==> src/hw/rtl/fetch_bucket_reorder_pipe_core_assert.svh <==
// ----------------------------------------------------------------------------
// Assertion macros for the fetch bucket reorder pipe
// Clocked assertion helpers with and without a reset qualifier.
// ----------------------------------------------------------------------------
`ifndef FETCH_BUCKET_REORDER_PIPE_CORE_ASSERT_SVH
`define FETCH_BUCKET_REORDER_PIPE_CORE_ASSERT_SVH

// Check a property while reset is released.
`define FBR_ASSERT(lbl, clk, rst_n, prop, msg) \
    lbl: assert property (@(posedge clk) disable iff (!rst_n) prop) else $error(msg);

// Check a property at every edge, reset included.
`define FBR_ASSERT_ALWAYS(lbl, clk, prop, msg) \
    lbl: assert property (@(posedge clk) prop) else $error(msg);

`endif

==> src/hw/rtl/fbr_pkg.sv <==
// ----------------------------------------------------------------------------
// fbr_pkg
// Shared codes and control/status types of the fetch bucket reorder pipe.
// ----------------------------------------------------------------------------
package fbr_pkg;

    localparam logic [2:0] ACT_REQ   = 3'd0;
    localparam logic [2:0] ACT_RESP  = 3'd1;
    localparam logic [2:0] ACT_CLEAN = 3'd2;
    localparam logic [2:0] ACT_TAKE  = 3'd3;
    localparam logic [2:0] ACT_REL   = 3'd4;
    localparam logic [2:0] ACT_TICK  = 3'd5;

    localparam logic CFG_PIPE_LENGTH  = 1'b0;
    localparam logic CFG_MAX_REQUESTS = 1'b1;

    typedef struct packed {
        logic latch;     // capture the accepted request
        logic exec;      // evaluate request, response, clean, release, tick
        logic retire;    // retire one in-order entry
        logic take;      // evaluate the ready FIFO head
        logic load_out;  // move the result into the output register
    } fbr_cmd_t;

    typedef struct packed {
        logic go_retire;    // response or clean mark accepted
        logic retire_more;  // next expected entry has arrived
        logic take_loop;    // head popped without a result, look again
    } fbr_stat_t;

endpackage

==> src/hw/rtl/fbr_ctrl.sv <==
// ----------------------------------------------------------------------------
// fbr_ctrl
// Sequencer of the fetch bucket reorder pipe: one request at a time.
// ----------------------------------------------------------------------------
module fbr_ctrl (
    input  logic              aclk,
    input  logic              aresetn,
    input  logic              s_tvalid,
    output logic              s_tready,
    input  logic [2:0]        s_tuser,
    output logic              m_tvalid,
    input  logic              m_tready,
    output fbr_pkg::fbr_cmd_t cmd,
    input  fbr_pkg::fbr_stat_t stat
);
    import fbr_pkg::*;

    typedef enum logic [2:0] {
        ST_IDLE, ST_WAITF, ST_WAITS, ST_EXEC, ST_RETIRE, ST_TAKE, ST_DONE
    } state_t;

    state_t     state_reg, state_next;
    logic [2:0] act_reg, act_next;
    logic       out_valid_reg, out_valid_next;

    assign s_tready = (state_reg == ST_IDLE);
    assign m_tvalid = out_valid_reg;

    always_comb begin
        state_next = state_reg;
        act_next   = act_reg;
        cmd        = '0;
        case (state_reg)
            ST_IDLE: begin
                if (s_tvalid) begin
                    cmd.latch = 1'b1;
                    act_next  = s_tuser;
                    if (s_tuser == ACT_REQ || s_tuser == ACT_CLEAN || s_tuser == ACT_TAKE) begin
                        state_next = ST_WAITF;
                    end else begin
                        state_next = ST_EXEC;
                    end
                end
            end
            ST_WAITF: begin
                state_next = (act_reg == ACT_TAKE) ? ST_WAITS : ST_EXEC;
            end
            ST_WAITS: begin
                state_next = ST_TAKE;
            end
            ST_EXEC: begin
                cmd.exec   = 1'b1;
                state_next = stat.go_retire ? ST_RETIRE : ST_DONE;
            end
            ST_RETIRE: begin
                cmd.retire = stat.retire_more;
                state_next = stat.retire_more ? ST_RETIRE : ST_DONE;
            end
            ST_TAKE: begin
                cmd.take   = 1'b1;
                state_next = stat.take_loop ? ST_WAITF : ST_DONE;
            end
            ST_DONE: begin
                // hold until the output register is free
                if (!out_valid_reg || m_tready) begin
                    cmd.load_out = 1'b1;
                    state_next   = ST_IDLE;
                end
            end
            default: state_next = ST_IDLE;
        endcase
        if (cmd.load_out) begin
            out_valid_next = 1'b1;
        end else if (m_tready) begin
            out_valid_next = 1'b0;
        end else begin
            out_valid_next = out_valid_reg;
        end
    end

    always_ff @(posedge aclk) begin
        if (!aresetn) begin
            state_reg     <= ST_IDLE;
            act_reg       <= ACT_REQ;
            out_valid_reg <= 1'b0;
        end else begin
            state_reg     <= state_next;
            act_reg       <= act_next;
            out_valid_reg <= out_valid_next;
        end
    end

endmodule

==> config.mk <==
export PLATFORM = sky130hd
export DESIGN_NAME = fbr_ctrl
export DESIGN_NICKNAME = d
export VERILOG_FILES = /design/src/hw/rtl/fetch_bucket_reorder_pipe_core_assert.svh /design/src/hw/rtl/fbr_pkg.sv /design/src/hw/rtl/fbr_ctrl.sv
export SDC_FILE = /design/constraint.sdc
export NUM_CORES = 1
export LEC_CHECK = 0
export ABC_CLOCK_PERIOD_IN_PS = 1850
export BUFFER_PORTS_ARGS = -buffer_cell sky130_fd_sc_hd__buf_2
export CAP_MARGIN = 20
export CELL_PAD_IN_SITES_DETAIL_PLACEMENT = 1
export CELL_PAD_IN_SITES_GLOBAL_PLACEMENT = 1
export CORE_AREA = 2 2 39 41
export CTS_BUF_LIST = sky130_fd_sc_hd__clkbuf_16
export CTS_CLUSTER_SIZE = 40
export DETAILED_ROUTE_END_ITERATION = 8
export DIE_AREA = 0 0 41 43
export GPL_TIMING_DRIVEN = 0
export PLACE_DENSITY = 0.75
export SYNTH_ARGS = -nofsm -noshare
export SYNTH_HDL_FRONTEND = slang
export SYNTH_SLANG_ARGS = --single-unit
==> constraint.sdc <==
create_clock -name aclk -period 1.85 [get_ports aclk]
set_input_delay 0.0925 -clock aclk [delete_from_list [all_inputs] [get_ports aclk]]
set_output_delay 0.0925 -clock aclk [all_outputs]
set_load 0.02 [all_outputs]
==> Flow_metrics.wiki <==
{| class="wikitable"
! Metric !! Value
|-
| Run status || complete, no violations
|-
| Overall via count from detail_route || 419
|-
| Endpoint class of the critical path || output pin
|-
| Hold Path Stages || 3
|-
| Flip-flop and latch count after synthesis || 7
|-
| Final min period || 1.47 ns
|-
| Number of buffers inserted by hold repair at cts || 0
|-
| Cell variety after synth || 21
|-
| Worst-case register-to-register setup slack || 0.56 ns
|-
| Final-report hold violation count || 0
|-
| Peak fanout along the critical path || 10
|-
| Inserted Clock Buffers || 3
|-
| Startpoint of the most critical register-to-register path || state_reg[0]
|-
| Antenna diode count || 0
|-
| Max-cap viol count || 0
|-
| Routed WL || 1090 µm
|-
| Family with the most delay on the worst path || buffers and inverters
|-
| Global-route wire length before repair || 1790 µm
|-
| Post-layout utilization of the core || 42.5%
|-
| Cell-by-cell listing of the critical path || buf_2 > nand2_2 > nor3_1 > buf_4 > buf_2
|-
| CTS tree || built
|-
| Quantity of gates resized following cts || 0
|-
| Fmax || 678 MHz
|-
| Placed wire-length estimate after detailed placement || 801 µm
|-
| Clock skew after layout || 0.00303 ns
|-
| Ports placed on the boundary || 17
|-
| Area of the multi-input gates || 239 µm²
|-
| Setup TNS || 0 ns
|-
| Number of antenna violations at the first check in global routing || 0
|-
| Total count of max-transition violations in the final report || 0
|-
| Overall routing resource usage || 15.7%
|-
| Worst path required time || 1.76 ns
|-
| Pin count of the biggest net entering global routing || 11
|-
| Synthesized area divided by synthesized cell count || 8.02 µm²
|-
| Worst reg2reg endpoint || state_reg[1]
|-
| Routed wire length per instance || 12.5 µm
|-
| Total iterations of the first detailed-routing run || 4
|-
| Static Leak || 0.000278 µW
|-
| Total number of clock tree sinks || 7
|-
| Post-route fraction of the period consumed by the critical path || 79.7%
|-
| Number of H-tree levels || 1
|-
| Worst reg2reg path depth || 4
|-
| Detailed-route vias per instance || 4.82
|-
| Nature of the critical path startpoint || flip-flop
|-
| Worst path bufs/invs || 3
|-
| Iteration-0 DRC Markers || 3
|-
| Area after detailed placement || 509 µm²
|-
| Buffer count from post-CTS setup fixing || 0
|-
| Clock tree root buffer cell || sky130_fd_sc_hd__clkbuf_16
|-
| Peak supply drop || 0.000875 V
|-
| Delay contributed by the slowest stage of the critical path || 0.40 ns
|-
| Category of the most critical setup path || reg2out
|-
| Std cell rows || 14
|-
| Worst Hold Launch || s_tuser[0]
|-
| Worst min path class || in2reg
|-
| Final weighted congestion in routability-driven placement || 0.645
|-
| Core area || 0.00138 mm²
|-
| Actual transition at the worst max-transition pin || 0.296 ns
|-
| Via count of the first global-routing pass || 397
|-
| Layout filler cell count || 171
|-
| Finished Cell Area || 588 µm²
|-
| Remaining routing DRC violations || 0
|-
| Final-stage net count || 82
|-
| Syn_nets || 61
|-
| Ys Warns || 0
|-
| Arrival time at the worst endpoint || 1.38 ns
|-
| Area of the mapped netlist || 409 µm²
|-
| CP most frequent cell || sky130_fd_sc_hd__buf_2
|-
| Residual overflow from global routing || 0
|-
| Area taken by flip-flops and latches || 140 µm²
|-
| Setup repair after global routing missed its margin || no
|-
| Clock-pin slew reported for the worst setup and hold paths after clock tree synthesis || 0.04 ns
|-
| Slowest cell on crit path || sky130_fd_sc_hd__dfxtp_1
|-
| Share of post-route cells with drive strength above 1 || 35.2%
|-
| DIE AREA || 0.00176 mm²
|-
| Post-DRT Antenna Nets || 0
|-
| P&R area growth vs syn || 43.7%
|-
| Commonest non-fill, non-tap cell in the layout || sky130_fd_sc_hd__buf_2
|-
| Initial Utilization || 29.6%
|-
| Setup-failing EPs final || 0
|-
| Number of buffers inserted by port buffering || 16
|-
| Endpoint, Worst Hold || act_reg[0]
|-
| Cells after Synth || 51
|-
| Commonest cells after routing, fill and taps aside || sky130_fd_sc_hd__buf_2, sky130_fd_sc_hd__dfxtp_1, sky130_fd_sc_hd__nor2_1, sky130_fd_sc_hd__nor2b_1, sky130_fd_sc_hd__mux2i_1
|-
| Die Wd || 41 µm
|-
| Chip Height || 43 µm
|-
| Maximum buffer depth of the clock tree || 2
|-
| Power density of the placed cells || 1720 mW/mm²
|-
| Insertion delay to the later sink of the worst-skew pair || 0.23 ns
|-
| First element of the critical path || state_reg[2]
|-
| Share of the yosys chip area belonging to registers || 34.3%
|-
| Headroom to the max-slew limit || 79.9%
|}
[where the power goes]
part / switching, µW / internal [µW] / total, µW
registers: 30.8 / 196 / 227
logic: 246 / 183 / 428
clock network: 76.7 / 281 / 357
total: 353 / 659 / 1010
[worst max path at each step]
stage | end | slack [ns] | depth (start not counted)
floorplan | act_reg[0] | 0.30 | 5
global placement | state_reg[1] | 0.56 | 4
detailed placement | state_reg[1] | 0.56 | 4
CTS | cmd[0] | 0.34 | 5
global route | cmd[0] | 0.25 | 5
finish | cmd[0] | 0.38 | 5
[cell usage after synthesis]
| library cell | instances | area share (%) |
|---|---|---|
| sky130_fd_sc_hd__o31a_1 | 1 | 2.1 |
| sky130_fd_sc_hd__or4_1 | 1 | 1.8 |
| sky130_fd_sc_hd__o21a_1 | 1 | 1.8 |
| sky130_fd_sc_hd__nand2_1 | 3 | 2.8 |
| sky130_fd_sc_hd__o21ai_0 | 2 | 2.4 |
| sky130_fd_sc_hd__mux2i_1 | 4 | 9.8 |
| sky130_fd_sc_hd__nor2b_1 | 5 | 7.6 |
| sky130_fd_sc_hd__o22a_1 | 1 | 2.1 |
| sky130_fd_sc_hd__nor3b_1 | 1 | 1.8 |
| sky130_fd_sc_hd__buf_4 | 2 | 3.7 |
| sky130_fd_sc_hd__buf_2 | 3 | 3.7 |
| sky130_fd_sc_hd__nand3_1 | 2 | 2.4 |
| sky130_fd_sc_hd__nand2_2 | 1 | 1.5 |
| sky130_fd_sc_hd__dfxtp_1 | 7 | 34 |
| sky130_fd_sc_hd__nor2_1 | 6 | 5.5 |
| sky130_fd_sc_hd__nor3_1 | 3 | 3.7 |
| sky130_fd_sc_hd__a31o_1 | 1 | 2.1 |
| sky130_fd_sc_hd__a21oi_1 | 3 | 3.7 |
| sky130_fd_sc_hd__o311ai_1 | 1 | 2.1 |
| sky130_fd_sc_hd__and2_1 | 2 | 3.1 |
| sky130_fd_sc_hd__and2b_1 | 1 | 1.8 |
[worst reg2reg max path: stages, from the launching register on]
cell	delay (ns)
sky130_fd_sc_hd__dfxtp_1	0.31
sky130_fd_sc_hd__or4_1	0.51
sky130_fd_sc_hd__nand3_1	0.11
sky130_fd_sc_hd__a21oi_1	0.05
sky130_fd_sc_hd__a31o_1	0.20
[layer usage]
layer  routed length [µm]  global-route usage, %
met5                    0                      0
met4                   17                   12.0
met3                   42                   4.71
met2                  516                   22.2
met1                  510                   18.9
[logic make-up after synthesis]
group / synth area share (%)
compound gates: 16.5
mux: 9.79
flops: 34.2
simple gates: 32.1
buf+inv: 7.34
[per-stage QoR]
stage	cells	setup WS, ns	total power, µW	hold WS, ns
after floorplan	51	0.299	550	0.210
after global placement	83	0.556	652	0.368
after detailed placement	83	0.563	662	0.378
after CTS	87	0.344	1030	0.150
after global routing	87	0.249	1090	0.174
final	87	0.375	1010	0.150
[layout make-up]
type                       count  area share (%)
buffer                         5            5.11
clock buffer                   3            12.8
sequential                     7            23.8
multi-input combinational     39            40.6
timing repair buffer          16            13.6
tap                           16            3.40
clock inverter                 1           0.638
No activity file was read; power rests on OpenSTA's default activity.
